[src/rtl/rss_pkg.sv]
// ----------------------------------------------------------------------------
// Relay switch sequencer package
// Opcodes, field widths and reset constants shared by the sequencer files.
// ----------------------------------------------------------------------------
package rss_pkg;

   localparam int OPCODE_WIDTH     = 3;
   localparam int MASK_WIDTH       = 16;
   localparam int REQ_TDATA_WIDTH  = 24;
   localparam int RSP_TDATA_WIDTH  = 24;

   localparam logic [MASK_WIDTH-1:0] EXCLUSIVE_MASK_RESET = 16'h0003;

   typedef enum logic [OPCODE_WIDTH-1:0] {
      OP_ON           = 3'd0,
      OP_OFF          = 3'd1,
      OP_ALL_OFF      = 3'd2,
      OP_PROCESS_EXCL = 3'd3,
      OP_PROCESS_CONC = 3'd4,
      OP_QUERY        = 3'd5
   } opcode_type;

endpackage

[src/rtl/rss_update.sv]
// ----------------------------------------------------------------------------
// Relay state update
// Next command and drive words for one transaction, plus its result fields.
// ----------------------------------------------------------------------------
module rss_update
   import rss_pkg::*;
#(
   parameter int RELAY_COUNT = 16
) (
   input  logic [OPCODE_WIDTH-1:0] opcode,
   input  logic [MASK_WIDTH-1:0]   relay_mask,
   input  logic [MASK_WIDTH-1:0]   exclusive_mask,
   input  logic [RELAY_COUNT-1:0]  excl_command,
   input  logic [RELAY_COUNT-1:0]  conc_command,
   input  logic [RELAY_COUNT-1:0]  excl_drive,
   input  logic [RELAY_COUNT-1:0]  conc_drive,
   output logic [RELAY_COUNT-1:0]  excl_command_next,
   output logic [RELAY_COUNT-1:0]  conc_command_next,
   output logic [RELAY_COUNT-1:0]  excl_drive_next,
   output logic [RELAY_COUNT-1:0]  conc_drive_next,
   output logic [MASK_WIDTH-1:0]   relay_drive,
   output logic                    all_commanded_on
);

   logic [RELAY_COUNT-1:0] req_bits;
   logic [RELAY_COUNT-1:0] excl_group;
   logic [RELAY_COUNT-1:0] req_excl;
   logic [RELAY_COUNT-1:0] req_conc;
   logic [RELAY_COUNT-1:0] kept_drive;
   logic [RELAY_COUNT-1:0] pending;
   logic [RELAY_COUNT-1:0] lowest_pending;
   logic [RELAY_COUNT-1:0] command_all;
   logic [RELAY_COUNT-1:0] drive_all;

   // Relays above the mask width are never named and always concurrent.
   for (genvar i = 0; i < RELAY_COUNT; i++) begin : g_bits
      if (i < MASK_WIDTH) begin : g_named
         assign req_bits[i]   = relay_mask[i];
         assign excl_group[i] = exclusive_mask[i];
      end else begin : g_unnamed
         assign req_bits[i]   = 1'b0;
         assign excl_group[i] = 1'b0;
      end
   end

   assign req_excl       = req_bits & excl_group;
   assign req_conc       = req_bits & ~excl_group;
   assign kept_drive     = excl_drive & excl_command;
   assign pending        = excl_command & ~kept_drive;
   assign lowest_pending = pending & (~pending + RELAY_COUNT'(1));

   always_comb begin
      excl_command_next = excl_command;
      conc_command_next = conc_command;
      excl_drive_next   = excl_drive;
      conc_drive_next   = conc_drive;
      unique case (opcode_type'(opcode))
         OP_ON: begin
            if (|req_excl) begin
               excl_command_next = excl_command | req_excl;
            end else begin
               conc_command_next = conc_command | req_conc;
            end
         end
         OP_OFF: begin
            if (|req_excl) begin
               excl_command_next = excl_command & ~req_excl;
            end else begin
               conc_command_next = conc_command & ~req_conc;
            end
         end
         OP_ALL_OFF: begin
            excl_command_next = '0;
            conc_command_next = '0;
         end
         OP_PROCESS_EXCL: begin
            // drop uncommanded drive, then switch on the lowest waiting relay
            excl_drive_next = kept_drive | lowest_pending;
         end
         OP_PROCESS_CONC: begin
            conc_drive_next = conc_command;
         end
         default: begin
         end
      endcase
   end

   assign command_all      = excl_command_next | conc_command_next;
   assign drive_all        = excl_drive_next | conc_drive_next;
   assign all_commanded_on = ((command_all & req_bits) == req_bits);

   for (genvar j = 0; j < MASK_WIDTH; j++) begin : g_drive
      if (j < RELAY_COUNT) begin : g_present
         assign relay_drive[j] = drive_all[j];
      end else begin : g_absent
         assign relay_drive[j] = 1'b0;
      end
   end

endmodule

[src/rtl/relay_switch_sequencer.sv]
// ----------------------------------------------------------------------------
// Relay switch sequencer
// Keeps relay command and drive words and answers every request transaction.
// ----------------------------------------------------------------------------
// Usage:
//   req channel: tdata[2:0] opcode, tdata[18:3] relay mask. Opcodes turn
//   relays on or off, clear all commands, advance the exclusive group (one
//   relay switched on per step) or the concurrent group (all commanded relays
//   driven at once), or only query.
//   rsp channel: one transaction per request, tdata[15:0] drive word after
//   the request, tdata[16] set when every masked relay is commanded on.
//   csr port: csr_wr_en writes csr_wr_data into the exclusive group mask;
//   write it only while no request is in flight.
//   A request passes through the input register, then through the update logic
//   into the result register, which drives the response. Throughput is one
//   transaction per cycle while the receiver takes responses, set by the single
//   update pass over the command and drive registers.
//   Reset clears all command and drive bits, empties both registers and sets
//   the group mask to relays 0 and 1. When the receiver stalls, the response
//   holds and one more request still fits in the input register; after that
//   req_tready drops until the response is taken.
// ----------------------------------------------------------------------------
module relay_switch_sequencer
   import rss_pkg::*;
#(
   parameter int RELAY_COUNT = 16
) (
   input  logic                       clock,
   input  logic                       reset,
   input  logic                       req_tvalid,
   output logic                       req_tready,
   input  logic [REQ_TDATA_WIDTH-1:0] req_tdata,   // opcode[2:0], relay_mask[18:3], zero pad
   output logic                       rsp_tvalid,
   input  logic                       rsp_tready,
   output logic [RSP_TDATA_WIDTH-1:0] rsp_tdata,   // relay_drive[15:0], all_commanded_on[16], pad
   input  logic                       csr_wr_en,
   input  logic [MASK_WIDTH-1:0]      csr_wr_data
);

   logic                    in_valid_ff, in_valid_in;
   logic [OPCODE_WIDTH-1:0] in_opcode_ff;
   logic [MASK_WIDTH-1:0]   in_mask_ff;
   logic                    out_valid_ff, out_valid_in;
   logic [MASK_WIDTH-1:0]   out_drive_ff;
   logic                    out_all_on_ff;
   logic [MASK_WIDTH-1:0]   excl_mask_ff;

   logic [RELAY_COUNT-1:0] excl_command_ff, excl_command_in;
   logic [RELAY_COUNT-1:0] conc_command_ff, conc_command_in;
   logic [RELAY_COUNT-1:0] excl_drive_ff, excl_drive_in;
   logic [RELAY_COUNT-1:0] conc_drive_ff, conc_drive_in;
   logic [MASK_WIDTH-1:0]  drive_result;
   logic                   all_on_result;

   logic out_ready;
   logic advance;
   logic req_take;

   assign out_ready   = !out_valid_ff || rsp_tready;
   assign advance     = in_valid_ff && out_ready;
   assign req_tready  = !in_valid_ff || out_ready;
   assign req_take    = req_tvalid && req_tready;
   assign in_valid_in = req_take || (in_valid_ff && !out_ready);
   assign out_valid_in = advance || (out_valid_ff && !rsp_tready);

   rss_update #(
      .RELAY_COUNT(RELAY_COUNT)
   ) update_inst (
      .opcode            (in_opcode_ff),
      .relay_mask        (in_mask_ff),
      .exclusive_mask    (excl_mask_ff),
      .excl_command      (excl_command_ff),
      .conc_command      (conc_command_ff),
      .excl_drive        (excl_drive_ff),
      .conc_drive        (conc_drive_ff),
      .excl_command_next (excl_command_in),
      .conc_command_next (conc_command_in),
      .excl_drive_next   (excl_drive_in),
      .conc_drive_next   (conc_drive_in),
      .relay_drive       (drive_result),
      .all_commanded_on  (all_on_result)
   );

   always_ff @(posedge clock) begin
      if (reset) begin
         in_valid_ff     <= 1'b0;
         out_valid_ff    <= 1'b0;
         excl_mask_ff    <= EXCLUSIVE_MASK_RESET;
         excl_command_ff <= '0;
         conc_command_ff <= '0;
         excl_drive_ff   <= '0;
         conc_drive_ff   <= '0;
      end else begin
         in_valid_ff  <= in_valid_in;
         out_valid_ff <= out_valid_in;
         if (csr_wr_en) begin
            excl_mask_ff <= csr_wr_data;
         end
         // commit state only when the transaction moves to the result register
         if (advance) begin
            excl_command_ff <= excl_command_in;
            conc_command_ff <= conc_command_in;
            excl_drive_ff   <= excl_drive_in;
            conc_drive_ff   <= conc_drive_in;
         end
      end
   end

   always_ff @(posedge clock) begin
      if (req_take) begin
         in_opcode_ff <= req_tdata[OPCODE_WIDTH-1:0];
         in_mask_ff   <= req_tdata[OPCODE_WIDTH +: MASK_WIDTH];
      end
      if (advance) begin
         out_drive_ff  <= drive_result;
         out_all_on_ff <= all_on_result;
      end
   end

   assign rsp_tvalid = out_valid_ff;
   assign rsp_tdata  = {(RSP_TDATA_WIDTH-MASK_WIDTH-1)'(0), out_all_on_ff, out_drive_ff};

endmodule

[config.mk]
export PLATFORM = sky130hd
export DESIGN_NAME = relay_switch_sequencer
export DESIGN_NICKNAME = d
export VERILOG_FILES = /design/src/rtl/rss_pkg.sv /design/src/rtl/rss_update.sv /design/src/rtl/relay_switch_sequencer.sv
export SDC_FILE = /design/constraint.sdc
export NUM_CORES = 1
export LEC_CHECK = 0
export ABC_AREA = 1
export BUFFER_PORTS_ARGS = -buffer_cell sky130_fd_sc_hd__buf_2
export CAP_MARGIN = 25
export CORE_ASPECT_RATIO = 1.4
export CORE_MARGIN = 4
export CORE_UTILIZATION = 25
export CTS_BUF_LIST = sky130_fd_sc_hd__clkbuf_8
export DETAILED_ROUTE_END_ITERATION = 10
export MAX_ROUTING_LAYER = met4
export RECOVER_POWER = 25
export SLEW_MARGIN = 0
export SYNTH_ARGS = -nofsm -noshare
export SYNTH_HDL_FRONTEND = slang
export SYNTH_HIERARCHICAL = 1
export SYNTH_SLANG_ARGS = --single-unit
export TNS_END_PERCENT = 20
[constraint.sdc]
create_clock -name clock -period 2.35 [get_ports clock]
set_clock_uncertainty 0.15 [all_clocks]
set_input_delay 0.1175 -clock clock [delete_from_list [all_inputs] [get_ports clock]]
set_output_delay 0.1175 -clock clock [all_outputs]
set_load 0.01 [all_outputs]
==> qor.log <==
[outcome] status finished clean
[logic_synthesis] number of instances in the synthesized netlist 1010
[logic_synthesis] mux cell area share after synthesis 0
[grt] maximum number of pins on one net before global-route repair 130
[clock_network] CTS sink count 118
[layout] count of nets after finishing 1159
[logic_synthesis] largest family of logic cells by synthesized area simple AND/OR/NAND/NOR gates
[logic_synthesis] Cell Area, Synth 0.00671 sq mm
[logic_synthesis] register bit count reported by yosys 118
[floorplanning] Top-Level Pins 71
[clock_network] total CTS buffers 17
[worst_setup_path] cell with the most instances on the worst path sky130_fd_sc_hd__nand2_1
[floorplanning] site row count 70
[sta] final setup margin 108 ps
[detailed_routing] count of vias placed by the detailed router 6391
[detailed_routing] mean routed wirelength per cell 12.5 um
[worst_setup_path] worst-path fanout max 11
[detailed_routing] number of design rule violations left after detail routing 0
[grt] global-route total usage across every layer 0.125
[worst_setup_path] worst path buffer plus inverter count 1
[detailed_routing] DRC violation total after the first TritonRoute iteration 399
[placed_design] pre-CTS setup slack 43.3 ps
[clock_network] library cell used as clock root buffer sky130_fd_sc_hd__clkbuf_8
[detailed_routing] final antenna-violating net count 0
[logic_synthesis] adder and majority cell fraction of the synthesized area 0
[pwr] Total Power 5400 uW
[detailed_routing] per-cell via count in the routed design 4.40
[worst_setup_path] CP Cell Sequence nand2_2 -> nand2_1 -> nor2_1 -> nand2_1 -> nor2_4 -> clkbuf_16 -> nand3_1 -> nand2_1 -> nand2_1 -> nand3_1 -> nand2_1 -> nor2_2 -> nand2_1 -> nor2_2
[clock_network] H-tree levels 4
[sta] Achievable Freq 446 MHz
[worst_setup_path] class of the most critical setup path reg -> reg
[logic_synthesis] share of Yosys cell area claimed by the top area cell type 0.245
[pwr] VDD IR-drop max 0.000300 V
[grt] GR Layer Usage met3 0.0197
[sta] headroom to the max-slew limit 0.356
[clock_network] clock tree from TritonCTS built
[logic_synthesis] post-synthesis share of cell area spent on xor and xnor gates 0
[sta] total negative setup slack 0 ps
[layout] most common library cell in the layout ignoring fill and taps sky130_fd_sc_hd__nand2_1
[placed_design] HPWL after DPL 12.3 mm
[logic_synthesis] basic-gate share of the synthesized area counting and, or, nand and nor cells 0.321
[floorplanning] starting utilization of the core area 0.255
[logic_synthesis] Syn Area/Cell 6.64 sq um
[worst_setup_path] Arr. time, crit path 2410 ps
[logic_synthesis] Yosys cell types 33
[sta] # setup viols final 0
[grt] GRT overflow 0
[layout] proportion of layout cells with a drive suffix above 1 0.131
[grt] M2 GR Usage 0.210
[worst_setup_path] cell family with most CP delay simple AND/OR/NAND/NOR gates
[placed_design] final RePlAce weighted congestion 0.844
[placed_design] Port Buffer Count 58
[pwr] areal power density over the cells 646 mW/mm^2
[logic_synthesis] fraction of the mapped netlist area in compound gates 0.125
[grt] first-pass GRT wire length 29.4 mm
[logic_synthesis] dominant cell type by area after synthesis sky130_fd_sc_hd__dfxtp_1
[sta] worst hold slack 137 ps
[grt] global routing's busiest layer met2
[layout] antenna diode instance count 0
[worst_setup_path] slowest cell delay on critical path 450 ps
[detailed_routing] Final Routed Wirelength 18.2 mm
[logic_synthesis] dominant cells by area after synthesis sky130_fd_sc_hd__dfxtp_1, sky130_fd_sc_hd__edfxtp_1, sky130_fd_sc_hd__nand2_1
[sta] final hold violation count 0
[clock_network] worst-skew pair later-pin latency 450 ps
[sta] slew at the pin closest to its max-slew limit 967 ps
[logic_synthesis] sequential cell area fraction in the yosys report 0.406
[worst_setup_path] Critical-path top delay cell sky130_fd_sc_hd__edfxtp_1
[grt] routing usage on met1 0.152
[worst_setup_path] startpoint types flop
[sta] fraction of the cycle the final worst path needs 0.954
[worst_setup_path] required time worst endpoint 2520 ps
[clock_network] clock-pin slew reported for the worst setup and hold paths after clock tree synthesis 80 ps
[floorplanning] Die Footprint 0.0296 sq mm
[floorplanning] y dimension of the die 202 um
[layout] layout-stage area growth over the synthesis result 24.6%
[detailed_routing] first-pass detailed-route iteration total 5
[clock_network] number of buffers on the longest clock path 2
[sta] count of pins over their slew limit 0
[sta] RSZ-0062 raised after global routing true
[min_path] type of the most critical hold path in -> reg
[floorplanning] Chip Width 146 um
[worst_setup_path] Worst setup EP type flop
[pwr] leakage power 0.00386 uW
[logic_synthesis] Synthesis Warnings 6
[grt] via count of the first global-routing pass 5815
[grt] initial antenna violation count 0
[sta] Final Critical Period 2240 ps
[placed_design] standard cell area after detailed placement 0.00729 sq mm
[layout] commonest cells after routing, fill and taps aside sky130_fd_sc_hd__nand2_1, sky130_fd_sc_hd__inv_1, sky130_fd_sc_hd__nor2_1
[floorplanning] area of the core 0.0263 sq mm
[layout] final standard cell area without fillers 0.00836 sq mm
[run] maximum capacitance violations 0
[state kept, by name, summed over array words and instances (netlist names), 3 cells and up]
signal / flops
out_drive_ff: 16
in_mask_ff: 16
conc_command_ff: 16
in_opcode_ff: 3
excl_mask_ff: 16
excl_drive_ff: 16
conc_drive_ff: 16
excl_command_ff: 16
[stage by stage]
stage	util	instances
final	0.318	1451
after global routing	0.318	1451
after CTS	0.314	1441
after detailed placement	0.277	1356
after global placement	0.277	1356
after floorplan	-	1016
[Yosys cell counts, drive strengths merged]
cell,n
nor3,4
a22oi,1
conb,1
nand2,255
nand3,91
inv,159
nor4,2
dfxtp,82
o211ai,2
nor2,143
a21oi,86
o22ai,3
and2,1
a22o,6
or2,17
clkbuf,14
o21ai,43
edfxtp,36
a21boi,1
nand4,3
buf,48
a31oi,12
[metal layers]
metal,up-vias,share of wire
met2,149,0.49
li1,3371,-
met4,0,0.025
met1,2836,0.45
met3,35,0.032
met5,-,0
[worst paths after layout]
path,startpoint,endpoint,slack [ps],cells after the start
worst max-delay path,in_mask_ff[9]$_DFFE_PP_,out_all_on_ff$_DFFE_PP_,110,14
worst min-delay path,req_tvalid,in_mask_ff[11]$_DFFE_PP_,140,4
worst max register to register,in_mask_ff[9]$_DFFE_PP_,out_all_on_ff$_DFFE_PP_,110,14
worst min register to register,conc_command_ff[4]$_SDFFE_PP0P_,conc_command_ff[4]$_SDFFE_PP0P_,330,2
[area by class of cell]
| cell class | instances | area (sq um) |
|---|---|---|
| Tap cell | 324 | 405 |
| Multi-Input combinational cell | 677 | 3070 |
| Clock buffer | 17 | 234 |
| Sequential cell | 118 | 2720 |
| Clock inverter | 15 | 190 |
| Fill cell | 2872 | 17900 |
| Timing Repair Buffer | 141 | 1140 |
| Inverter | 159 | 599 |
[power breakdown]
part           switching [uW]  total [uW]  internal (uW)
clock                     973        2050           1070
combinational             593        1020            425
sequential               91.9        2340           2250
[worst min-delay path, stage by stage]
cell and delay (ps):
sky130_fd_sc_hd__buf_2 100, sky130_fd_sc_hd__nand2_1 60, sky130_fd_sc_hd__inv_1 40, sky130_fd_sc_hd__buf_4 210
[cells by family (layout without fill, tap and decap cells)]
logic type | count (synthesis) | in the layout
and+or+nand+nor | 516 | 516
buffers and inverters | 221 | 332
AOI/OAI and AO/OA | 154 | 154
DFF | 118 | 118
other | 1 | 7
[repair_timing]
action | in CTS | in global routing
gates resized for setup | 0 | 15
hold endpoints to repair | 43 | 0
setup buffers | 0 | 8
endpoints found under the setup margin | 0 | 2
hold buffers | 53 | 0
Note: power is estimated with default switching activity, not from simulation.
